[src/rtl/cordic_rotate_vector_top_macros.svh]
// Assertion helpers shared by the CORDIC datapath cells.
// Every macro samples on clk and is quiet while rst_n is low.
`ifndef CORDIC_ROTATE_VECTOR_TOP_MACROS_SVH
`define CORDIC_ROTATE_VECTOR_TOP_MACROS_SVH

// Consequent must hold in the same cycle as the antecedent.
`define CRV_ASSERT_SAME(lbl, ante, cons, msg) \
    lbl: assert property (@(posedge clk) disable iff (!rst_n) (ante) |-> (cons)) \
        else $error(msg);

// Consequent must hold in the cycle after the antecedent.
`define CRV_ASSERT_NEXT(lbl, ante, cons, msg) \
    lbl: assert property (@(posedge clk) disable iff (!rst_n) (ante) |=> (cons)) \
        else $error(msg);

`endif

[src/rtl/crv_pkg.sv]
package crv_pkg;

    // Port field width, fixed by the interface
    localparam int FIELD_WIDTH = 16;

    // Defaults for the top level parameters
    localparam int DATA_WIDTH_DEF  = 16;
    localparam int FRAC_BITS_DEF   = 13;
    localparam int ITERATIONS_DEF  = 16;
    localparam int SCALE_STEPS_DEF = 6;

    // Gain compensation steps: v +/-= v >>> shift
    localparam int SCALE_TABLE_LEN = 6;
    localparam int SCALE_SHIFT [SCALE_TABLE_LEN] = '{1, 3, 4, 6, 11, 14};
    localparam bit SCALE_ADD   [SCALE_TABLE_LEN] = '{1'b0, 1'b1, 1'b1, 1'b1, 1'b1, 1'b0};

    // Mode codes
    localparam logic MODE_ROTATE = 1'b0;
    localparam logic MODE_VECTOR = 1'b1;

    // Control word handed from cell to cell
    typedef struct packed {
        logic valid;
        logic vec;
    } crv_ctl_t;

    // atan(2^-j) rounded to nearest (ties up) at frac fractional bits.
    // Deep entries sit just under 2^-j: they round to that power of two,
    // or to zero once 2^-j is half an LSB or less.
    function automatic logic [63:0] atan_rom(input int j, input int frac);
        real v;
        if (j >= 21) begin
            if (j > frac)
                return '0;
            return 64'd1 << (frac - j);
        end
        v = $atan(2.0 ** (-j)) * (2.0 ** frac);
        return 64'(longint'($floor(v + 0.5)));
    endfunction

endpackage

[src/rtl/crv_iter_cell.sv]
`include "cordic_rotate_vector_top_macros.svh"

module crv_iter_cell import crv_pkg::*; #(
    parameter int DATA_WIDTH = DATA_WIDTH_DEF,
    parameter int FRAC_BITS  = FRAC_BITS_DEF,
    parameter int STAGE      = 0
) (
    input  logic                         clk,
    input  logic                         rst_n,
    input  crv_ctl_t                     ctl_in,
    input  logic signed [DATA_WIDTH-1:0] x_in,
    input  logic signed [DATA_WIDTH-1:0] y_in,
    input  logic signed [DATA_WIDTH-1:0] th_in,
    output crv_ctl_t                     ctl_out,
    output logic signed [DATA_WIDTH-1:0] x_out,
    output logic signed [DATA_WIDTH-1:0] y_out,
    output logic signed [DATA_WIDTH-1:0] th_out
);

    localparam logic signed [DATA_WIDTH-1:0] ANGLE =
        DATA_WIDTH'(atan_rom(STAGE, FRAC_BITS));

    crv_ctl_t                     ctl_reg;
    logic signed [DATA_WIDTH-1:0] x_reg, y_reg, th_reg;
    logic signed [DATA_WIDTH-1:0] x_next, y_next, th_next;
    logic signed [DATA_WIDTH-1:0] xs, ys;
    logic                         rot_pos;

    // Micro-rotation direction: follow the angle sign, or drive y to zero
    assign rot_pos = ctl_in.vec ? y_in[DATA_WIDTH-1] : !th_in[DATA_WIDTH-1];
    assign xs      = x_in >>> STAGE;
    assign ys      = y_in >>> STAGE;

    always_comb
    begin
        if (rot_pos)
        begin
            x_next  = x_in - ys;
            y_next  = y_in + xs;
            th_next = th_in - ANGLE;
        end
        else
        begin
            x_next  = x_in + ys;
            y_next  = y_in - xs;
            th_next = th_in + ANGLE;
        end
    end

    // Control word
    always_ff @(posedge clk or negedge rst_n)
    begin
        if (!rst_n)
            ctl_reg <= '0;
        else
            ctl_reg <= ctl_in;
    end

    // Datapath word
    always_ff @(posedge clk)
    begin
        if (ctl_in.valid)
        begin
            x_reg  <= x_next;
            y_reg  <= y_next;
            th_reg <= th_next;
        end
    end

    assign ctl_out = ctl_reg;
    assign x_out   = x_reg;
    assign y_out   = y_reg;
    assign th_out  = th_reg;

    `CRV_ASSERT_NEXT(a_valid_moves, ctl_in.valid, ctl_out.valid, "word lost in cell")
    `CRV_ASSERT_NEXT(a_no_phantom, !ctl_in.valid, !ctl_out.valid, "word invented in cell")
    `CRV_ASSERT_NEXT(a_mode_kept, ctl_in.valid, ctl_out.vec == $past(ctl_in.vec),
        "mode changed in cell")
    `CRV_ASSERT_NEXT(a_angle_step, ctl_in.valid,
        (th_out == $past(th_in) + ANGLE) || (th_out == $past(th_in) - ANGLE),
        "angle step is not one table entry")

endmodule

[src/rtl/crv_scale_cell.sv]
module crv_scale_cell import crv_pkg::*; #(
    parameter int DATA_WIDTH = DATA_WIDTH_DEF,
    parameter int SHIFT      = 1,
    parameter bit ADD        = 1'b0
) (
    input  logic                         clk,
    input  logic                         rst_n,
    input  crv_ctl_t                     ctl_in,
    input  logic signed [DATA_WIDTH-1:0] x_in,
    input  logic signed [DATA_WIDTH-1:0] y_in,
    input  logic signed [DATA_WIDTH-1:0] th_in,
    output crv_ctl_t                     ctl_out,
    output logic signed [DATA_WIDTH-1:0] x_out,
    output logic signed [DATA_WIDTH-1:0] y_out,
    output logic signed [DATA_WIDTH-1:0] th_out
);

    crv_ctl_t                     ctl_reg;
    logic signed [DATA_WIDTH-1:0] x_reg, y_reg, th_reg;
    logic signed [DATA_WIDTH-1:0] x_next, y_next;

    // One shift-add gain step on both coordinates
    assign x_next = ADD ? (x_in + (x_in >>> SHIFT)) : (x_in - (x_in >>> SHIFT));
    assign y_next = ADD ? (y_in + (y_in >>> SHIFT)) : (y_in - (y_in >>> SHIFT));

    always_ff @(posedge clk or negedge rst_n)
    begin
        if (!rst_n)
            ctl_reg <= '0;
        else
            ctl_reg <= ctl_in;
    end

    always_ff @(posedge clk)
    begin
        if (ctl_in.valid)
        begin
            x_reg  <= x_next;
            y_reg  <= y_next;
            th_reg <= th_in;
        end
    end

    assign ctl_out = ctl_reg;
    assign x_out   = x_reg;
    assign y_out   = y_reg;
    assign th_out  = th_reg;

endmodule

[src/rtl/cordic_rotate_vector_top.sv]
// Channel  | Ports                             | Handshake
// ---------+-----------------------------------+-------------------------------
// input    | x_in, y_in, mode, angle_in        | taken when start && !busy
// result   | x_out, y_out, angle_out           | done high for one cycle
//
// Fully pipelined: one word accepted per cycle, busy is never raised.
// Every CORDIC cell and every gain step cell holds a register for the word.
// rst_n clears the valid bits of all cells; words in flight are dropped.
// The result side cannot stall, so nothing ever backs up.
module cordic_rotate_vector_top import crv_pkg::*; #(
    parameter int DATA_WIDTH  = DATA_WIDTH_DEF,
    parameter int FRAC_BITS   = FRAC_BITS_DEF,
    parameter int ITERATIONS  = ITERATIONS_DEF,
    parameter int SCALE_STEPS = SCALE_STEPS_DEF
) (
    input  logic                          clk,
    input  logic                          rst_n,
    input  logic                          start,
    output logic                          busy,
    input  logic signed [FIELD_WIDTH-1:0] x_in,
    input  logic signed [FIELD_WIDTH-1:0] y_in,
    input  logic                          mode,
    input  logic signed [FIELD_WIDTH-1:0] angle_in,
    output logic                          done,
    output logic signed [FIELD_WIDTH-1:0] x_out,
    output logic signed [FIELD_WIDTH-1:0] y_out,
    output logic signed [FIELD_WIDTH-1:0] angle_out
);

    localparam int NSCALE = (SCALE_STEPS < SCALE_TABLE_LEN) ? SCALE_STEPS : SCALE_TABLE_LEN;
    localparam int NCELLS = ITERATIONS + NSCALE;

    crv_ctl_t                     ctl_pipe [0:NCELLS];
    logic signed [DATA_WIDTH-1:0] x_pipe   [0:NCELLS];
    logic signed [DATA_WIDTH-1:0] y_pipe   [0:NCELLS];
    logic signed [DATA_WIDTH-1:0] th_pipe  [0:NCELLS];
    logic signed [DATA_WIDTH-1:0] x_ext, y_ext, a_ext;
    logic                         vec;

    assign busy = 1'b0;

    // Bring the port fields to the datapath width
    assign x_ext = DATA_WIDTH'(x_in);
    assign y_ext = DATA_WIDTH'(y_in);
    assign a_ext = DATA_WIDTH'(angle_in);
    assign vec   = (mode == MODE_VECTOR);

    // Entry: rotation starts from the negated angle; vectoring reflects
    // left half-plane vectors through the origin
    always_comb
    begin
        ctl_pipe[0].valid = start && !busy;
        ctl_pipe[0].vec   = vec;
        if (vec)
        begin
            x_pipe[0]  = x_ext[DATA_WIDTH-1] ? -x_ext : x_ext;
            y_pipe[0]  = x_ext[DATA_WIDTH-1] ? -y_ext : y_ext;
            th_pipe[0] = '0;
        end
        else
        begin
            x_pipe[0]  = x_ext;
            y_pipe[0]  = y_ext;
            th_pipe[0] = -a_ext;
        end
    end

    // CORDIC micro-rotation cells
    for (genvar j = 0; j < ITERATIONS; j++)
    begin : g_iter
        crv_iter_cell #(
            .DATA_WIDTH (DATA_WIDTH),
            .FRAC_BITS  (FRAC_BITS),
            .STAGE      (j)
        ) u_cell (
            .clk     (clk),
            .rst_n   (rst_n),
            .ctl_in  (ctl_pipe[j]),
            .x_in    (x_pipe[j]),
            .y_in    (y_pipe[j]),
            .th_in   (th_pipe[j]),
            .ctl_out (ctl_pipe[j+1]),
            .x_out   (x_pipe[j+1]),
            .y_out   (y_pipe[j+1]),
            .th_out  (th_pipe[j+1])
        );
    end

    // Gain compensation cells
    for (genvar i = 0; i < NSCALE; i++)
    begin : g_scale
        crv_scale_cell #(
            .DATA_WIDTH (DATA_WIDTH),
            .SHIFT      (SCALE_SHIFT[i]),
            .ADD        (SCALE_ADD[i])
        ) u_cell (
            .clk     (clk),
            .rst_n   (rst_n),
            .ctl_in  (ctl_pipe[ITERATIONS+i]),
            .x_in    (x_pipe[ITERATIONS+i]),
            .y_in    (y_pipe[ITERATIONS+i]),
            .th_in   (th_pipe[ITERATIONS+i]),
            .ctl_out (ctl_pipe[ITERATIONS+i+1]),
            .x_out   (x_pipe[ITERATIONS+i+1]),
            .y_out   (y_pipe[ITERATIONS+i+1]),
            .th_out  (th_pipe[ITERATIONS+i+1])
        );
    end

    // Result word
    assign done      = ctl_pipe[NCELLS].valid;
    assign x_out     = FIELD_WIDTH'(x_pipe[NCELLS]);
    assign y_out     = FIELD_WIDTH'(y_pipe[NCELLS]);
    assign angle_out = FIELD_WIDTH'(th_pipe[NCELLS]);

endmodule

[config.mk]
export PLATFORM = sky130hd
export DESIGN_NAME = cordic_rotate_vector_top
export DESIGN_NICKNAME = d
export VERILOG_FILES = /design/src/rtl/crv_pkg.sv /design/src/rtl/crv_iter_cell.sv /design/src/rtl/crv_scale_cell.sv /design/src/rtl/cordic_rotate_vector_top.sv
export VERILOG_INCLUDE_DIRS = /design/src /design/src/rtl
export SDC_FILE = /design/constraint.sdc
export NUM_CORES = 2
export LEC_CHECK = 0
export BUFFER_PORTS_ARGS = -buffer_cell sky130_fd_sc_hd__buf_2
export CAP_MARGIN = 0
export CORE_MARGIN = 5
export CORE_UTILIZATION = 46
export CTS_BUF_LIST = sky130_fd_sc_hd__clkbuf_8
export DETAILED_ROUTE_END_ITERATION = 10
export GPL_TIMING_DRIVEN = 0
export PLACE_DENSITY = 0.61
export SETUP_SLACK_MARGIN = 0.1
export SLEW_MARGIN = 10
export SYNTH_ARGS = -nofsm -noshare
export SYNTH_HDL_FRONTEND = slang
export SYNTH_SLANG_ARGS = --single-unit
[constraint.sdc]
create_clock -name clk -period 4.7 [get_ports clk]
set_input_delay 0.47 -clock clk [delete_from_list [all_inputs] [get_ports clk]]
set_output_delay 0.47 -clock clk [all_outputs]
set_load 0.01 [all_outputs]
Word-level counts from Yosys, hierarchy flattened --
Index checks and enable logic that the tools add are counted.
Word-level totals: flip-flop bits (word level) 1093, input port bits 52, output and inout port bits 50, word-level logic and storage cells 292
Cells by class: add/subtract/negate cells 106, multiplexer cells 67, reduce and logical (&&, ||, !) cells 16
Operator list (count):
- $mux W16 | 51
- $add A16 B10 Y16 | 4
- $add A16 B12 Y16 | 4
- $add A16 B13 Y16 | 4
- $add A16 B5 Y16 | 4
- $sub A16 B15 Y16 | 4
- $sub A16 B2 Y16 | 4
- $neg A16 Y16 | 3
- $add A16 B1 Y16 | 2
- $add A16 B10 Y16 const B | 2
- $add A16 B11 Y16 | 2
- $add A16 B14 Y16 | 2
- $add A16 B15 Y16 | 2
- $add A16 B2 Y16 | 2
- $add A16 B3 Y16 | 2
- $add A16 B4 Y16 | 2
- $add A16 B6 Y16 | 2
- $add A16 B7 Y16 | 2
- $add A16 B8 Y16 | 2
- $add A16 B9 Y16 | 2
- $sub A16 B1 Y16 | 2
- $sub A16 B10 Y16 | 2
- $sub A16 B10 Y16 const B | 2
- $sub A16 B11 Y16 | 2
- other kinds (38) | 79

Longest topological paths before layout --
depth in word-level cells 5, depth in mapped cells 16, depth with buffers taken out 16

Hierarchy --
Synthesis repeated with hierarchy kept, for this count alone.
Unflattened totals: cells, all modules 7924, area, all modules 81697.1 sq um
Modules (own cells, without submodules):
- crv_iter_cell at g_iter[0].u_cell | times used 1, cells an instance 526, area an instance 4709.5 sq um, sequential area each 1461.4 sq um
- crv_iter_cell at g_iter[3].u_cell | times used 1, cells an instance 438, area an instance 4265.3 sq um, sequential area each 1491.4 sq um
- crv_iter_cell at g_iter[2].u_cell | times used 1, cells an instance 434, area an instance 4240.3 sq um, sequential area each 1491.4 sq um
- crv_iter_cell at g_iter[4].u_cell | times used 1, cells an instance 433, area an instance 4220.3 sq um, sequential area each 1491.4 sq um
- crv_iter_cell at g_iter[1].u_cell | times used 1, cells an instance 410, area an instance 4096.4 sq um, sequential area each 1491.4 sq um
- crv_iter_cell at g_iter[10].u_cell | times used 1, cells an instance 414, area an instance 4070.2 sq um, sequential area each 1491.4 sq um
- crv_iter_cell at g_iter[13].u_cell | times used 1, cells an instance 392, area an instance 4017.6 sq um, sequential area each 1491.4 sq um
- crv_iter_cell at g_iter[12].u_cell | times used 1, cells an instance 394, area an instance 4008.8 sq um, sequential area each 1491.4 sq um
- crv_iter_cell at g_iter[11].u_cell | times used 1, cells an instance 393, area an instance 3931.3 sq um, sequential area each 1491.4 sq um
- crv_iter_cell at g_iter[9].u_cell | times used 1, cells an instance 379, area an instance 3841.2 sq um, sequential area each 1491.4 sq um
- crv_iter_cell at g_iter[5].u_cell | times used 1, cells an instance 372, area an instance 3838.7 sq um, sequential area each 1491.4 sq um
- crv_iter_cell at g_iter[6].u_cell | times used 1, cells an instance 369, area an instance 3811.2 sq um, sequential area each 1491.4 sq um
- crv_iter_cell at g_iter[8].u_cell | times used 1, cells an instance 366, area an instance 3732.3 sq um, sequential area each 1491.4 sq um
- crv_iter_cell at g_iter[7].u_cell | times used 1, cells an instance 357, area an instance 3721.1 sq um, sequential area each 1491.4 sq um
- 9 more rows

Least setup slack after synthesis --
OpenSTA, ideal clock, no wires.
path kind register -> register, start register g_iter[0].u_cell.y_reg[15], end register g_iter[1].u_cell.x_reg[13] (data pin), setup time 260 ps, data arrival time 3408 ps, data required time 4440 ps, setup slack 1031 ps, cell stages (with the launch flop) 13, path buffers 1, clock period less this slack 3669 ps, path through edfxtp_1 inv_1 mux2i_1 clkbuf_1 mux2i_1 ha_1 nor2b_1 o31a_1 o211ai_1 a21boi_1 a2111oi_0 nor2_1 xor2_1
On the way: longest elaborated chain between the ends 2
Ends and longest elaborated chain:
- start, declared | line crv_iter_cell.sv:24 | logic signed [DATA_WIDTH-1:0] x_reg, y_reg, th_reg;
- start signal, assigned | line crv_iter_cell.sv:65 | y_reg <= y_next;
- $mux W1 | line crv_iter_cell.sv:30 | assign rot_pos = ctl_in.vec ? y_in[DATA_WIDTH-1] : !th_in[DATA_WIDTH-1];
- $mux W16 | line crv_iter_cell.sv:36 | if (rot_pos)
- net g_iter[1].u_cell.x_next[13] | line crv_iter_cell.sv:25 | logic signed [DATA_WIDTH-1:0] x_next, y_next, th_next;
- end signal, assigned | line crv_iter_cell.sv:64 | x_reg <= x_next;
- end, declared | line crv_iter_cell.sv:24
The timed path passes the listed nets, and every way through them passes these cells. A chain may end at the register's enable or synchronous reset.

Worst setup path after layout --
start register g_iter[2].u_cell.th_reg[15], end register g_iter[3].u_cell.y_reg[14] (data pin)
On the way: longest elaborated chain between the ends 3
Ends and longest elaborated chain:
- start, declared | line crv_iter_cell.sv:24
- start signal, assigned | line crv_iter_cell.sv:66 | th_reg <= th_next;
- $logic_not A1 Y1 | line crv_iter_cell.sv:30
- $mux W1 | line crv_iter_cell.sv:30
- $mux W16 | line crv_iter_cell.sv:36
- net g_iter[3].u_cell.y_next[14] | line crv_iter_cell.sv:25
- end signal, assigned | line crv_iter_cell.sv:65
- end, declared | line crv_iter_cell.sv:24
The timed path passes the listed nets, and every way through them passes these cells.

==> impl_metrics.tcl <==
set metrics [dict create \
    syn_nets 8444 \
    fin_skew_ns 0.0570 \
    syn_to_final_growth_pct 10.1 \
    drive_above_1_share_pct 6.30 \
    min_period_over_period_pct 89.8 \
    yosys.area_share.simple_pct 12.0 \
    setup_viol 0 \
    grt-ovfl-total 0 \
    min_from "angle_in[1]" \
    hpwlAfterDp_microns 137000 \
    synth_compound_area_share_pct 16.2 \
    initial_core_util_pct 46.3 \
    required_ns 5.33 \
    max_cap_viol_count 0 \
    synth.most_common_cell "edfxtp_1" \
    clock-sinks 1092 \
    rsz0062_at_grt "false" \
    synth_edf_count 1055 \
    tns_ns 0 \
    clock.fmax_mhz 237 \
    timing.rr.start "g_iter[2].u_cell.th_out[15]" \
    cts_max_path_buffers 3 \
    syn_inst 7438 \
    hold_path_class "in -> reg" \
    synth_flop_cell "edfxtp_1" \
    tightest_slew_ns 1.06 \
    crit_start "g_iter[2].u_cell.th_out[15]" \
    die_y_microns 420 \
    route.detailed.drc 0 \
    slew_violations 0 \
    num_rows 150 \
    synth.avg_cell_area_sq_um 10.4 \
    synth_cell_types 96 \
    netlist_area_sq_um 77400 \
    synth_area_leaders "edfxtp_1 (41%), ha_1 (14%), xnor2_1 (6.9%)" \
    cts-root-buf "clkbuf_8" \
    synthDominantCellAreaShare_pct 40.9 \
    fin_ws_ns 0.479 \
    synthMuxAreaShare_pct 0.792 \
    slew_headroom_pct 29.5 \
    vias 55747 \
    grt_max_degree 50 \
    period_needed_ns 4.22 \
    rr_worst_depth 12 \
    critPathLaunchType "flop" \
    post_dp_cell_area_sq_um 81200 \
    grt_pass1_wl_microns 282000 \
    crit_arrival_ns 4.85 \
    h-tree-depth 4 \
    cts_made_buffers 189 \
    antenna_left 0 \
    crit_path_end_kind "flop" \
    final.fill_count 14995 \
    status "completed" \
    synth_xor_area_share_pct 10.0 \
    cts_tree "yes" \
    path_clk_slew_ns 0.07 \
    core_sq_um 167000 \
    hold_viol 0 \
    die-width_microns 420 \
    synth_top_family_by_area "compound AO/OA/AOI/OAI gates" \
    criticalPathCategory "reg -> reg" \
    drt-total-wl_microns 174000 \
    cp-endpoint "g_iter[3].u_cell.y_out[14]" \
    io_buffers 100 \
    first_pass_iters 5 \
    whs_ns 0.133 \
    first_global_vias 54707 \
    async_flop_share_pct 3.39 \
    path_max_fanout 16 \
    synth_adder_area_share_pct 16.0 \
    ios 102 \
    worstSkewPairLatency_ns 0.90 \
    wl_per_cell_microns 17.2 \
    antenna_found_initial 5 \
    post_drt_via_cell_ratio 5.51 \
    cts_setup_buffers 0 \
    pre_cts_slack_ns -0.0293 \
    synth_top_cell_by_area "edfxtp_1" \
    yosys-top-cells-count "edfxtp_1 (1055), ha_1 (895), xnor2_1 (614)" \
    drtIter0Drc 2780 \
    track_usage_pct 19.5 \
    gp_congestion 0.887 \
    r2r_setup_slack_ns 0.48 \
    finalInstanceArea_sq_um 85300 \
    synth_warnings 0 \
    final_nets 8759 \
    synth-seq-area-share_pct 42.1 \
    dieArea_sq_um 177000 \
    ys_seq_elements 1092 \
    r2r-end "g_iter[3].u_cell.y_out[14]" \
]
[routing by layer]
| metal | track usage (%) | share of wire (%) |
|---|---|---|
| met5 | 0 | 0.0063 |
| met2 | 33.9 | 48 |
| met1 | 25.2 | 45 |
| met4 | 6.46 | 3.0 |
| met3 | 2.61 | 3.7 |
[logic make-up after synthesis]
kind of cell | Yosys count
fa+ha+maj | 954
mux | 60
xor+xnor | 880
buf+inv | 578
other cells | 1
flops | 1092
simple gates | 1916
compound gates | 1957
[through the flow]
step,utilization (%),instances
floorplan,-,7438
CTS,51.0,10121
global placement,48.3,9742
detailed placement,48.5,9763
finish,51.0,10124
global route,51.0,10123
[repair_timing]
action / CTS / global route
setup endpoints to repair: 2 / 26
hold endpoints to repair: 40 / 0
hold buffers: 5 / 0
gates resized for setup: 1 / 18
[critical path: stages (launching register included)]
cell	delay, ns
edfxtp_1	0.48
nor2b_1	0.20
a21oi_1	0.31
clkbuf_1	0.72
nor2_1	0.11
xor2_1	0.18
ha_1	0.33
a21o_1	0.20
a21oi_1	0.31
o21ai_1	0.18
a21oi_1	0.21
o21ai_0	0.21
o311ai_1	0.51
[area by class of cell]
type                            instances  area, sq um  share of cell area, %
Buffer                                 56          244                  0.286
Inverter                              520         1960                   2.30
Sequential cell                      1092        32600                   38.3
Antenna cell                            5         12.5                 0.0147
Tap cell                             2204         2760                   3.23
Multi-Input combinational cell       5768        42700                   50.0
Clock inverter                        155         1330                   1.56
Clock buffer                          198         2730                   3.19
Timing Repair Buffer                  126          981                   1.15
[placed cells by master, fill, tap and decap left out, types with 155 or more instances in the layout]
cell type	n
edfxtp_1	1055
ha_1	895
xnor2_1	614
a21oi_1	566
inv_1	556
nor2_1	549
nand2_1	443
o21ai_0	341
xor2_1	260
nor3_1	218
a21o_1	198
clkbuf_8	198
nor2b_1	155
[sequential cells by signal, summed over array words and instances, names as in the netlist]
register,cells
g_iter.u_cell.y_out,255
g_scale.u_cell.x_out,96
g_scale.u_cell.y_out,96
g_iter.u_cell.ctl_out,31
g_iter.u_cell.x_out,256
g_iter.u_cell.th_out,256
g_scale.u_cell.th_out,96
g_scale.u_cell.ctl_out,6
[worst min-delay path by stage]
stage                                        to  slack, ns  cells past startpoint
global route         g_iter[0].u_cell.th_out[1]       0.09                      4
floorplan           g_iter[0].u_cell.ctl_out[0]       0.17                      0
global placement    g_scale[2].u_cell.th_out[7]       0.40                      0
finish               g_iter[0].u_cell.th_out[1]       0.13                      4
CTS                  g_iter[0].u_cell.th_out[1]       0.03                      4
detailed placement  g_iter[5].u_cell.ctl_out[0]       0.38                      1
Power is left out: the tool's default activity adds up to more than one toggle a clock period on the data nets, which glitch-free logic cannot reach.
